===== src/rtl/core/pspfb_pkg.sv =====
// ----------------------------------------------------------------------------
// pspfb_pkg
// Shared types and constants for the font segment to PFB/PFA writer.
// ----------------------------------------------------------------------------
package pspfb_pkg;

    localparam int QUEUE_DEPTH = 4;
    localparam int QPTR_W      = $clog2(QUEUE_DEPTH);
    localparam int QCNT_W      = $clog2(QUEUE_DEPTH + 1);

    localparam logic [7:0] SEG_MARKER = 8'd128;
    localparam logic [7:0] CHAR_CR    = 8'h0d;
    localparam logic [7:0] CHAR_LF    = 8'h0a;
    localparam logic [7:0] END_CODE   = 8'd3;
    localparam logic [6:0] WRAP_LIMIT = 7'd62;
    localparam logic [6:0] HEX_STEP   = 7'd2;

    localparam logic [7:0] SEG_ASCII  = 8'd1;
    localparam logic [7:0] SEG_BINARY = 8'd2;
    localparam logic [7:0] SEG_END    = 8'd5;

    // type codes written into a PFB segment header
    localparam logic [1:0] HDR_ASCII  = 2'd1;
    localparam logic [1:0] HDR_BINARY = 2'd2;

    typedef enum logic [1:0] {
        KIND_NONE   = 2'd0,
        KIND_ASCII  = 2'd1,
        KIND_BINARY = 2'd2,
        KIND_END    = 2'd3
    } kind_t;

    // back-end command codes
    typedef enum logic [1:0] {
        OP_HEAD = 2'd0,   // marker, type, 4 length bytes
        OP_END  = 2'd1,   // marker, 3
        OP_BYTE = 2'd2,   // single byte
        OP_HEX  = 2'd3    // optional newline, two hex digits
    } op_t;

    typedef struct packed {
        logic        req_type;
        logic [7:0]  seg_type;
        logic [31:0] seg_length;
        logic [7:0]  data_byte;
    } in_item_t;

    typedef struct packed {
        logic [7:0] out_byte;
        logic       last_of_run;
    } out_item_t;

    typedef struct packed {
        op_t         op;
        logic [1:0]  hdr_type;
        logic [31:0] seg_len;
        logic [7:0]  data;
        logic        wrap;
    } cmd_t;

    typedef struct packed {
        logic full;
        logic empty;
    } q_status_t;

endpackage


===== src/rtl/core/pspfb_front.sv =====
// ----------------------------------------------------------------------------
// pspfb_front
// Accepts input transactions, tracks segment state, emits back-end commands.
// ----------------------------------------------------------------------------
module pspfb_front
    import pspfb_pkg::*;
(
    input  logic      clk,
    input  logic      rst_n,
    input  logic      cfg_valid,
    input  logic      cfg_data,
    input  logic      accept,
    input  in_item_t  item,
    output logic      push,
    output cmd_t      cmd
);

    logic       pfb_mode_reg, pfb_mode_next;
    kind_t      prev_kind_reg, prev_kind_next;
    kind_t      cur_kind_reg, cur_kind_next;
    logic [6:0] hex_col_reg, hex_col_next;
    logic       wrap;

    always_ff @(posedge clk or negedge rst_n)
    begin
        if (!rst_n)
        begin
            pfb_mode_reg  <= 1'b0;
            prev_kind_reg <= KIND_ASCII;
            cur_kind_reg  <= KIND_NONE;
            hex_col_reg   <= '0;
        end
        else
        begin
            pfb_mode_reg  <= pfb_mode_next;
            prev_kind_reg <= prev_kind_next;
            cur_kind_reg  <= cur_kind_next;
            hex_col_reg   <= hex_col_next;
        end
    end

    assign wrap = (hex_col_reg > WRAP_LIMIT);

    always_comb
    begin
        pfb_mode_next  = cfg_valid ? cfg_data : pfb_mode_reg;
        prev_kind_next = prev_kind_reg;
        cur_kind_next  = cur_kind_reg;
        hex_col_next   = hex_col_reg;
        push           = 1'b0;
        cmd.op         = OP_BYTE;
        cmd.hdr_type   = HDR_ASCII;
        cmd.seg_len    = item.seg_length - 32'd2;
        cmd.data       = item.data_byte;
        cmd.wrap       = wrap;

        if (accept)
        begin
            if (!item.req_type)
            begin
                unique case (item.seg_type)
                    SEG_ASCII:
                    begin
                        if (pfb_mode_reg)
                        begin
                            push         = 1'b1;
                            cmd.op       = OP_HEAD;
                            cmd.hdr_type = HDR_ASCII;
                        end
                        else if (prev_kind_reg == KIND_BINARY)
                        begin
                            push     = 1'b1;
                            cmd.op   = OP_BYTE;
                            cmd.data = CHAR_LF;
                        end
                        prev_kind_next = KIND_ASCII;
                        cur_kind_next  = KIND_ASCII;
                    end
                    SEG_BINARY:
                    begin
                        if (pfb_mode_reg)
                        begin
                            push         = 1'b1;
                            cmd.op       = OP_HEAD;
                            cmd.hdr_type = HDR_BINARY;
                        end
                        else
                        begin
                            if (prev_kind_reg != KIND_BINARY)
                                hex_col_next = '0;
                            prev_kind_next = KIND_BINARY;
                        end
                        cur_kind_next = KIND_BINARY;
                    end
                    SEG_END:
                    begin
                        if (pfb_mode_reg)
                        begin
                            push   = 1'b1;
                            cmd.op = OP_END;
                        end
                        cur_kind_next = KIND_END;
                    end
                    default:
                        cur_kind_next = KIND_NONE;
                endcase
            end
            else if (cur_kind_reg == KIND_ASCII)
            begin
                push     = 1'b1;
                cmd.op   = OP_BYTE;
                cmd.data = (item.data_byte == CHAR_CR) ? CHAR_LF : item.data_byte;
            end
            else if (cur_kind_reg == KIND_BINARY)
            begin
                push = 1'b1;
                if (pfb_mode_reg)
                    cmd.op = OP_BYTE;
                else
                begin
                    cmd.op       = OP_HEX;
                    hex_col_next = (wrap ? 7'd0 : hex_col_reg) + HEX_STEP;
                end
            end
        end
    end

endmodule


===== src/rtl/core/pspfb_queue.sv =====
// ----------------------------------------------------------------------------
// pspfb_queue
// Small command queue between front and back end.
// ----------------------------------------------------------------------------
module pspfb_queue
    import pspfb_pkg::*;
(
    input  logic      clk,
    input  logic      rst_n,
    input  logic      push,
    input  cmd_t      cmd_in,
    input  logic      pop,
    output cmd_t      cmd_out,
    output q_status_t status
);

    cmd_t              slot_reg [QUEUE_DEPTH];
    logic [QPTR_W-1:0] wr_ptr_reg, rd_ptr_reg;
    logic [QCNT_W-1:0] count_reg;

    function automatic logic [QPTR_W-1:0] ptr_inc(input logic [QPTR_W-1:0] p);
        ptr_inc = (p == QPTR_W'(QUEUE_DEPTH - 1)) ? '0 : p + 1'b1;
    endfunction

    always_ff @(posedge clk or negedge rst_n)
    begin
        if (!rst_n)
        begin
            wr_ptr_reg <= '0;
            rd_ptr_reg <= '0;
            count_reg  <= '0;
        end
        else
        begin
            if (push)
                wr_ptr_reg <= ptr_inc(wr_ptr_reg);
            if (pop)
                rd_ptr_reg <= ptr_inc(rd_ptr_reg);
            if (push && !pop)
                count_reg <= count_reg + 1'b1;
            else if (pop && !push)
                count_reg <= count_reg - 1'b1;
        end
    end

    always_ff @(posedge clk)
    begin
        if (push)
            slot_reg[wr_ptr_reg] <= cmd_in;
    end

    assign cmd_out      = slot_reg[rd_ptr_reg];
    assign status.full  = (count_reg == QCNT_W'(QUEUE_DEPTH));
    assign status.empty = (count_reg == '0);

endmodule


===== src/rtl/core/pspfb_back.sv =====
// ----------------------------------------------------------------------------
// pspfb_back
// Expands queued commands into output bytes, one per cycle while out_stall is low.
// ----------------------------------------------------------------------------
module pspfb_back
    import pspfb_pkg::*;
(
    input  logic      clk,
    input  logic      rst_n,
    input  cmd_t      cmd_in,
    input  q_status_t status,
    output logic      pop,
    output logic      out_valid,
    input  logic      out_stall,
    output out_item_t out_item
);

    logic       busy_reg;
    cmd_t       cmd_reg;
    logic [2:0] step_reg;
    logic       out_valid_reg;
    out_item_t  out_item_reg;

    logic       advance, is_last;
    logic [2:0] last_step, start_step;
    logic [7:0] cur_byte;

    function automatic logic [7:0] hex_char(input logic [3:0] n);
        hex_char = (n < 4'd10) ? (8'h30 + {4'd0, n}) : (8'h37 + {4'd0, n});
    endfunction

    always_comb
    begin
        case (cmd_reg.op)
            OP_HEAD: last_step = 3'd5;
            OP_END:  last_step = 3'd1;
            OP_HEX:  last_step = 3'd2;
            default: last_step = 3'd0;
        endcase

        case (cmd_reg.op)
            OP_HEAD:
            begin
                case (step_reg)
                    3'd0:    cur_byte = SEG_MARKER;
                    3'd1:    cur_byte = {6'd0, cmd_reg.hdr_type};
                    3'd2:    cur_byte = cmd_reg.seg_len[7:0];
                    3'd3:    cur_byte = cmd_reg.seg_len[15:8];
                    3'd4:    cur_byte = cmd_reg.seg_len[23:16];
                    default: cur_byte = cmd_reg.seg_len[31:24];
                endcase
            end
            OP_END:
                cur_byte = (step_reg == 3'd0) ? SEG_MARKER : END_CODE;
            OP_HEX:
            begin
                case (step_reg)
                    3'd0:    cur_byte = CHAR_LF;
                    3'd1:    cur_byte = hex_char(cmd_reg.data[7:4]);
                    default: cur_byte = hex_char(cmd_reg.data[3:0]);
                endcase
            end
            default:
                cur_byte = cmd_reg.data;
        endcase

        // hex without wrap skips the leading newline
        start_step = (cmd_in.op == OP_HEX && !cmd_in.wrap) ? 3'd1 : 3'd0;
    end

    assign advance = busy_reg && (!out_valid_reg || !out_stall);
    assign is_last = (step_reg == last_step);
    assign pop     = !status.empty && (!busy_reg || (advance && is_last));

    always_ff @(posedge clk or negedge rst_n)
    begin
        if (!rst_n)
        begin
            busy_reg      <= 1'b0;
            step_reg      <= '0;
            out_valid_reg <= 1'b0;
        end
        else
        begin
            if (pop)
            begin
                busy_reg <= 1'b1;
                step_reg <= start_step;
            end
            else if (advance && is_last)
                busy_reg <= 1'b0;
            else if (advance)
                step_reg <= step_reg + 3'd1;

            if (advance)
                out_valid_reg <= 1'b1;
            else if (!out_stall)
                out_valid_reg <= 1'b0;
        end
    end

    always_ff @(posedge clk)
    begin
        if (pop)
            cmd_reg <= cmd_in;
        if (advance)
        begin
            out_item_reg.out_byte    <= cur_byte;
            out_item_reg.last_of_run <= is_last;
        end
    end

    assign out_valid = out_valid_reg;
    assign out_item  = out_item_reg;

endmodule


===== src/rtl/core/post_segment_to_pfb_pfa_core.sv =====
// ----------------------------------------------------------------------------
// post_segment_to_pfb_pfa_core
// Font resource segment stream to PFB or PFA byte stream converter.
// ----------------------------------------------------------------------------
// Input transactions are segment headers (req_type 0) or data bytes
// (req_type 1); each yields zero to six output bytes, the last flagged with
// last_of_run. The front end takes one input transaction per cycle while the
// four-entry command queue has room; the back end drains one output byte per
// cycle while out_stall is low, through a registered output stage. Sustained
// rate is therefore set by output bytes: one per ASCII or PFB binary byte, two
// per PFA hex byte (three on a line wrap), six per PFB segment header and two
// per PFB end header. pfb_mode is written via cfg_valid/cfg_data (always
// ready) and must only change while idle.
// ----------------------------------------------------------------------------
module post_segment_to_pfb_pfa_core
    import pspfb_pkg::*;
(
    input  logic      clk,
    input  logic      rst_n,
    // configuration write channel
    input  logic      cfg_valid,
    output logic      cfg_ready,
    input  logic      cfg_data,
    // input transactions
    input  logic      in_valid,
    output logic      in_stall,
    input  in_item_t  in_item,
    // output transactions
    output logic      out_valid,
    input  logic      out_stall,
    output out_item_t out_item
);

    logic      in_accept;
    logic      push, pop;
    cmd_t      push_cmd, head_cmd;
    q_status_t q_status;

    // register write never blocks
    assign cfg_ready = 1'b1;

    // front stalls only on a full queue
    assign in_stall  = q_status.full;
    assign in_accept = in_valid && !in_stall;

    pspfb_front u_front (
        .clk       (clk),
        .rst_n     (rst_n),
        .cfg_valid (cfg_valid),
        .cfg_data  (cfg_data),
        .accept    (in_accept),
        .item      (in_item),
        .push      (push),
        .cmd       (push_cmd)
    );

    pspfb_queue u_queue (
        .clk     (clk),
        .rst_n   (rst_n),
        .push    (push),
        .cmd_in  (push_cmd),
        .pop     (pop),
        .cmd_out (head_cmd),
        .status  (q_status)
    );

    pspfb_back u_back (
        .clk       (clk),
        .rst_n     (rst_n),
        .cmd_in    (head_cmd),
        .status    (q_status),
        .pop       (pop),
        .out_valid (out_valid),
        .out_stall (out_stall),
        .out_item  (out_item)
    );

    // no command pushed into a full queue
    a_no_overflow: assert property (@(posedge clk) disable iff (!rst_n)
        push |-> !q_status.full)
        else $error("command pushed into full queue");

    // no pop from an empty queue
    a_no_underflow: assert property (@(posedge clk) disable iff (!rst_n)
        pop |-> !q_status.empty)
        else $error("command popped from empty queue");

    // bytes of one run follow without gaps
    a_run_contiguous: assert property (@(posedge clk) disable iff (!rst_n)
        (out_valid && !out_stall && !out_item.last_of_run) |=> out_valid)
        else $error("gap inside an output run");

endmodule


===== config.mk =====
export PLATFORM = sky130hd
export DESIGN_NAME = post_segment_to_pfb_pfa_core
export DESIGN_NICKNAME = d
export VERILOG_FILES = /design/src/rtl/core/pspfb_pkg.sv /design/src/rtl/core/pspfb_front.sv /design/src/rtl/core/pspfb_queue.sv /design/src/rtl/core/pspfb_back.sv /design/src/rtl/core/post_segment_to_pfb_pfa_core.sv
export SDC_FILE = /design/constraint.sdc
export NUM_CORES = 1
export LEC_CHECK = 0
export BUFFER_PORTS_ARGS = -buffer_cell sky130_fd_sc_hd__buf_4
export CAP_MARGIN = 20
export CORE_ASPECT_RATIO = 0.6
export CORE_MARGIN = 5
export CORE_UTILIZATION = 40
export CTS_CLUSTER_DIAMETER = 60
export DETAILED_ROUTE_END_ITERATION = 10
export PLACE_DENSITY = 0.55
export SYNTH_ARGS = -nofsm -noshare
export SYNTH_HDL_FRONTEND = slang
export SYNTH_SLANG_ARGS = --single-unit

===== constraint.sdc =====
create_clock -name clk -period 6 [get_ports clk]
set_input_delay 0.6 -clock clk [delete_from_list [all_inputs] [get_ports clk]]
set_output_delay 0.6 -clock clk [all_outputs]
set_load 0.02 [all_outputs]

==> results of run 1 <==
repair_timing:
| action | 4_1_cts | 5_1_grt |
|---|---|---|
| hold buffers | 1 | 0 |
| endpoints found under the hold margin | 22 | 0 |
| buffers inserted | 0 | 0 |
worst paths after layout:
path / start / to / slack (ps) / cells past startpoint
hold reg to reg: u_front.hex_col_reg[5] / u_front.hex_col_reg[5] / 510 / 1
max in group asynchronous: rst_n / u_front.prev_kind_reg[0] / 5180 / 2
setup / recovery: u_back.cmd_reg[43] / u_queue.count_reg[2] / 2670 / 11
min in group asynchronous: rst_n / u_queue.count_reg[2] / 530 / 2
hold / removal: in_item[8] / u_queue.slot_reg[3][9] / 300 / 1
setup reg to reg: u_back.cmd_reg[43] / u_queue.count_reg[2] / 2670 / 11
power breakdown:
part	switching (mW)	internal, mW	leakage, nW	total, mW
combinational	0.651	0.517	1.60	1.17
sequential	0.107	2.12	2.39	2.23
clock	0.655	0.912	0.396	1.57
total	1.41	3.55	4.38	4.96
layout by cell type, fill, tap and decap left out, types with 7 or more instances in the layout:
cell,count
sky130_fd_sc_hd__o21ai_0,20
sky130_fd_sc_hd__nor3_1,11
sky130_fd_sc_hd__xnor2_1,11
sky130_fd_sc_hd__a22o_1,7
sky130_fd_sc_hd__mux4_2,45
sky130_fd_sc_hd__nor2_1,26
sky130_fd_sc_hd__clkbuf_16,27
sky130_fd_sc_hd__inv_1,28
sky130_fd_sc_hd__edfxtp_1,233
sky130_fd_sc_hd__nor4_1,11
sky130_fd_sc_hd__dfrtp_1,20
sky130_fd_sc_hd__or4_1,8
sky130_fd_sc_hd__xor2_1,24
sky130_fd_sc_hd__nor4_2,7
sky130_fd_sc_hd__nor2b_1,16
sky130_fd_sc_hd__nand3_1,10
sky130_fd_sc_hd__buf_4,73
sky130_fd_sc_hd__ha_1,17
sky130_fd_sc_hd__a21oi_1,17
sky130_fd_sc_hd__nand2_1,20
worst max-delay path, cell delays in order, from the launching register on:
cell                       delay (ps)
sky130_fd_sc_hd__edfxtp_1         660
sky130_fd_sc_hd__nor2b_1          270
sky130_fd_sc_hd__a22oi_1          600
sky130_fd_sc_hd__a31oi_4          140
sky130_fd_sc_hd__buf_4            350
sky130_fd_sc_hd__inv_1            130
sky130_fd_sc_hd__ha_1             180
sky130_fd_sc_hd__inv_1             60
sky130_fd_sc_hd__fa_1             380
sky130_fd_sc_hd__xor2_1           150
sky130_fd_sc_hd__nor2_1           120
sky130_fd_sc_hd__xor2_1           180
per-layer routing:
metal	GRT usage, %	share of wire, %
met5	0	0
met4	2.18	1.2
met3	2.37	5.5
met2	22.2	42
met1	26.7	52
cells by family (layout without fill, tap and decap cells):
logic type | Yosys count | count (layout) | share of synthesized area [%]
adders and majority gates | 18 | 18 | 2.11
AOI/OAI and AO/OA | 94 | 94 | 6.12
DFF | 256 | 256 | 68.7
muxes | 51 | 51 | 9.81
buffers and inverters | 53 | 150 | 1.96
other | 1 | 1 | 0.0340
and+or+nand+nor | 155 | 155 | 8.49
xor gates and xnor gates | 35 | 35 | 2.78
area by class of cell:
| cell class | instances | area, µm² |
|---|---|---|
| clock buffers | 32 | 694 |
| clock inverters | 16 | 144 |
| fillers | 2333 | 14600 |
| inverters | 28 | 105 |
| multi-input cells | 354 | 3250 |
| flip-flops and latches | 256 | 7580 |
| well taps | 367 | 459 |
| repair buffers | 74 | 558 |
==> run_results.csv, run 1 <==
group,metric,value,unit
final_layout,antenna-diode-count,0,
final_layout,fin_util,46.8,%
sta,final-hold-violation-count,0,
cts,cts_repair_resize_count,0,
placement,detailedPlacementHpwl,16700,µm
drt,num_vias,6157,
final_layout,largest_register_ff_count,180,
cts,clkSinkCount,256,
worst_setup_path,worst_ep_required_time,6430,ps
grt,global_route.usage.total,15.8,%
grt,vias_in_the_first_global_route,6281,
sta,fmax,0.300,GHz
floorplanning,design.portCount,67,
placement,post-place-cells,1078,
sta,worstMarginPinSlew,980,ps
grt,initial_antenna_violation_count,2,
job,max-cap-violations,0,
placement,placement.io_buffers,65,
drt,detail_route.wirelength,24900,µm
synth,synth_enable_flop_cells,233,
floorplanning,die_width,224,µm
worst_setup_path,cp-start-kind,"flip-flop",
floorplanning,fp.dieH,139,µm
cts,number_of_h_tree_levels,1,
floorplanning,initial_utilization,40.3,%
pwr,leakagePower,4.38,nW
sta,post_route_worst_setup_slack,2670,ps
placement,dpl-instance-area,11900,µm²
synth,syn_area,11000,µm²
final_layout,layout.cells.non_filler,1127,
synth,ys_seq_area_share,68.7,%
worst_setup_path,type_of_the_worst_setup_path,"flip-flop to flip-flop",
grt,global_route_wire_length_before_repair,38200,µm
synth,netlist_top_cells_count,"233 x sky130_fd_sc_hd__edfxtp_1, 45 x sky130_fd_sc_hd__mux4_2, 28 x sky130_fd_sc_hd__inv_1, 26 x sky130_fd_sc_hd__nor2_1, 24 x sky130_fd_sc_hd__xor2_1",
grt,total_congestion_overflow,0,
placement,place_ws,2680,ps
cts,tritoncts,"yes",
synth,synth.distinct_cells,67,
synth,ys_seq_elements,256,
sta,final_slew_violations,0,
sta,final_worst_path_period_need,3330,ps
cts,cts.root.buffer_cell,"sky130_fd_sc_hd__clkbuf_16",
drt,drt_drc_violations_left,0,
floorplanning,floorplan.die_area,31100,µm²
synth,syn_area_per_cell,16.6,µm²
cts,maximum_root_to_sink_buffer_count,3,
sta,setup_total_negative_slack,0,ps
worst_setup_path,worstSetupEndpointType,"flip-flop",
synth,synthDominantAreaCellType,"sky130_fd_sc_hd__edfxtp_1",
floorplanning,row_count,47,
pwr,power_density_cells,388,nW/µm²
final_layout,area_growth,16.0,%
final_layout,finish.instance_area,12800,µm²
synth,synth_fp_nets,736,
sta,finalHoldWorstSlack,299,ps
placement,gpl.final_weighted_congestion,0.886,
synth,synth.top_cells.by_area,"sky130_fd_sc_hd__edfxtp_1 63%, sky130_fd_sc_hd__mux4_2 9.2%, sky130_fd_sc_hd__dfrtp_1 5.0%, sky130_fd_sc_hd__ha_1 1.9%, sky130_fd_sc_hd__xor2_1 1.9%",
sta,setup_viol,0,
pwr,power.ir.vdd_worst,0.000233,V
sta,finalClockSkew,18.5,ps
worst_setup_path,cp_data_arrival_time,3760,ps
drt,drt_first_pass_iters,5,
drt,drt_iter0_drc,577,
drt,ant_nets,0,
worst_setup_path,timing.critical_path.fanout_max,50,
synth,yosys_most_used_dff,"sky130_fd_sc_hd__edfxtp_1",
cts,clk_pin_slew,60,ps
synth,syn_inst,663,
synth,most_instantiated_library_cell_after_synthesis,"sky130_fd_sc_hd__edfxtp_1",
pwr,p_total,4.96,mW
grt,grt_max_degree,51,
cts,tritoncts.num_buffers,26,
drt,route.detailed.wl_per_inst,22.1,µm
floorplanning,floorplan.core_area,27300,µm²
synth,post-synth-top-area-fraction,63.5,%
hold_path,hold_crit_class,"primary input to flip-flop",
sta,unrepaired_setup_endpoints_after_global_routing,"no",
final_layout,finalNetCount,813,
final_layout,drive_above_1_share,25.1,%
synth,yosys_warnings,0,
sta,relSlewSlack,34.7,%
drt,avgViaCountPerCell,5.46,
synth,asyncSetResetFlopFracSynth,8.98,%
cts,clock_latency,510,ps
run_status,outcome,"finished, final reports clean",
sta,min_period_over_period,55.5,%
(Power assumes the default switching activity.)
==> run 2: changes to the inputs <==
--- a/config.mk
+++ b/config.mk
@@ -12,7 +12,7 @@
 export CORE_UTILIZATION = 40
 export CTS_CLUSTER_DIAMETER = 60
 export DETAILED_ROUTE_END_ITERATION = 10
-export PLACE_DENSITY = 0.55
+export PLACE_DENSITY = 0.57
 export SYNTH_ARGS = -nofsm -noshare
 export SYNTH_HDL_FRONTEND = slang
 export SYNTH_SLANG_ARGS = --single-unit
==> constraint.sdc (replaced) <==
create_clock -name clk -period 2.98 [get_ports clk]
set_input_delay 0.298 -clock clk [delete_from_list [all_inputs] [get_ports clk]]
set_output_delay 0.298 -clock clk [all_outputs]
set_load 0.02 [all_outputs]
==> run_results.csv, run 2 (synthesis results as in run 1) <==
group,metric,value,unit
hold_path,hold_depth,2,
sta,final_worst_path_period_need,2610,ps
worst_setup_path,crit_path_frequent_cell,"sky130_fd_sc_hd__xor2_1",
drt,num_vias,6305,
grt,vias_in_the_first_global_route,6538,
drt,drt_first_pass_iters,5,
cts,clkSinkCount,256,
sta,final-hold-violation-count,0,
final_layout,layout.cells.non_filler,1138,
placement,post-place-cells,1087,
cts,tritoncts,"yes",
placement,detailedPlacementHpwl,15700,µm
sta,worstMarginPinSlew,832,ps
cts,tritoncts.num_buffers,26,
worst_setup_path,cp_cell_sequence,"inv_1 -> ha_1 -> nand2b_1 -> a221oi_2 -> ha_2 -> inv_2 -> fa_1 -> xor2_1 -> nor2_1 -> xor2_1",
sta,relSlewSlack,43.9,%
cts,clk_pin_slew,60,ps
worst_setup_path,timing.critical_path.fanout_max,7,
final_layout,finish.instance_area,13100,µm²
pwr,p_total,10.3,mW
sta,fmax,0.383,GHz
final_layout,finalNetCount,825,
sta,setup_total_negative_slack,0,ps
sta,min_period_over_period,87.6,%
floorplanning,die_width,224,µm
worst_setup_path,worstSetupEndpointType,"flip-flop",
floorplanning,floorplan.core_area,27300,µm²
drt,drt_drc_violations_left,0,
worst_setup_path,worst_ep_required_time,3430,ps
run_status,outcome,"finished, final reports clean",
drt,detail_route.wirelength,24100,µm
grt,global_route.usage.total,15.5,%
floorplanning,design.portCount,67,
grt,initial_antenna_violation_count,0,
hold_path,hold_crit_class,"primary input to flip-flop",
sta,post_route_worst_setup_slack,369,ps
drt,ant_nets,0,
placement,place_ws,97.0,ps
worst_setup_path,cp-start-kind,"flip-flop",
floorplanning,fp.dieH,139,µm
worst_setup_path,crit_slowest_cell,"sky130_fd_sc_hd__a221oi_2",
worst_setup_path,path_buf_inv,2,
cts,number_of_h_tree_levels,1,
floorplanning,row_count,47,
final_layout,final_common_cell,"sky130_fd_sc_hd__edfxtp_1",
drt,avgViaCountPerCell,5.54,
placement,dpl-instance-area,12100,µm²
sta,final_slew_violations,0,
floorplanning,floorplan.die_area,31100,µm²
cts,maximum_root_to_sink_buffer_count,3,
placement,placement.io_buffers,65,
placement,gpl.final_weighted_congestion,0.920,
pwr,leakagePower,4.51,nW
drt,route.detailed.wl_per_inst,21.2,µm
worst_setup_path,cp_slowest_stage_delay,540,ps
worst_setup_path,type_of_the_worst_setup_path,"flip-flop to flip-flop",
cts,cts.root.buffer_cell,"sky130_fd_sc_hd__clkbuf_16",
sta,unrepaired_setup_endpoints_after_global_routing,"no",
sta,setup_viol,0,
cts,clock_latency,540,ps
sta,finalClockSkew,17.1,ps
final_layout,area_growth,18.5,%
worst_setup_path,timing.critical_path.max_delay_family,"adder cells",
final_layout,mostFrequentLayoutCells,"233 x sky130_fd_sc_hd__edfxtp_1, 77 x sky130_fd_sc_hd__buf_4, 45 x sky130_fd_sc_hd__mux4_2",
final_layout,antenna-diode-count,0,
worst_setup_path,critical_path_depth,10,
cts,cts_repair_resize_count,0,
drt,drt_iter0_drc,467,
final_layout,largest_register_ff_count,180,
worst_setup_path,worstRegToRegCells,10,
worst_setup_path,cp_data_arrival_time,3060,ps
floorplanning,initial_utilization,40.3,%
grt,total_congestion_overflow,0,
grt,global_route_wire_length_before_repair,38000,µm
grt,grt_max_degree,50,
pwr,power_density_cells,787,nW/µm²
job,max-cap-violations,0,
final_layout,drive_above_1_share,27.4,%
pwr,power.ir.vdd_worst,0.000423,V
run 2: changes by cell type in the layout (fill, tap and decap cells not counted), sizes merged:
cell	change
clkinv	-3
dlygate4sd3	+3
clkinvlp	-2
bufinv	+3
inv	+1
buf	+9
run 2: where the power goes:
part / internal (mW) / switching [mW]
Combinational: 1.09 / 1.17
Clock: 2.12 / 1.34
Sequential: 4.27 / 0.284
Total: 7.48 / 2.79
run 2: worst reg2reg max path, cell delays in order, from the launching register on:
cell and delay (ps):
sky130_fd_sc_hd__dfrtp_1 350, sky130_fd_sc_hd__inv_1 60, sky130_fd_sc_hd__ha_1 280, sky130_fd_sc_hd__nand2b_1 160
sky130_fd_sc_hd__a221oi_2 540, sky130_fd_sc_hd__ha_2 310, sky130_fd_sc_hd__inv_2 40, sky130_fd_sc_hd__fa_1 370
sky130_fd_sc_hd__xor2_1 150, sky130_fd_sc_hd__nor2_1 110, sky130_fd_sc_hd__xor2_1 160
run 2: per-stage QoR:
| stage | hold WS (ps) | util (%) |
|---|---|---|
| CTS | 68.7 | 47.8 |
| finish | 86.3 | 47.8 |
| global route | 77.5 | 47.8 |
| detailed placement | 227 | 44.2 |
| global placement | 220 | 44.2 |
| floorplan | 2.41 | - |
run 2: routing by layer:
metal	vias up	GRT usage, %	share of wire (%)
met4	0	2.56	1.5
met5	-	0	0
met1	3226	24.2	48
met3	34	2.77	6.0
li1	2825	-	-
met2	220	23.4	45
run 2: final timing paths:
path	startpoint	endpoint	slack, ps
max in group asynchronous	rst_n	u_front.prev_kind_reg[0]	2470
min	in_item[3]	u_queue.slot_reg[2][4]	90
min reg2reg	u_queue.count_reg[2]	u_queue.count_reg[2]	500
min in group asynchronous	rst_n	u_front.cur_kind_reg[1]	220
max	u_front.cur_kind_reg[0]	u_queue.count_reg[2]	370
max reg2reg	u_front.cur_kind_reg[0]	u_queue.count_reg[2]	370
run 2: final cells by class:
| type | count | area [µm²] |
|---|---|---|
| tap | 367 | 459 |
| fill | 2315 | 14300 |
| clock buffer | 32 | 703 |
| multi-input combinational | 354 | 3280 |
| clock inverter | 15 | 221 |
| inverter | 28 | 105 |
| sequential | 256 | 7580 |
| timing repair buffer | 86 | 718 |
run 2: timing repair:
action                                 4_1_cts  5_1_grt
hold buffers                                 4        0
endpoints found under the hold margin       28        0
setup buffers                                0        0
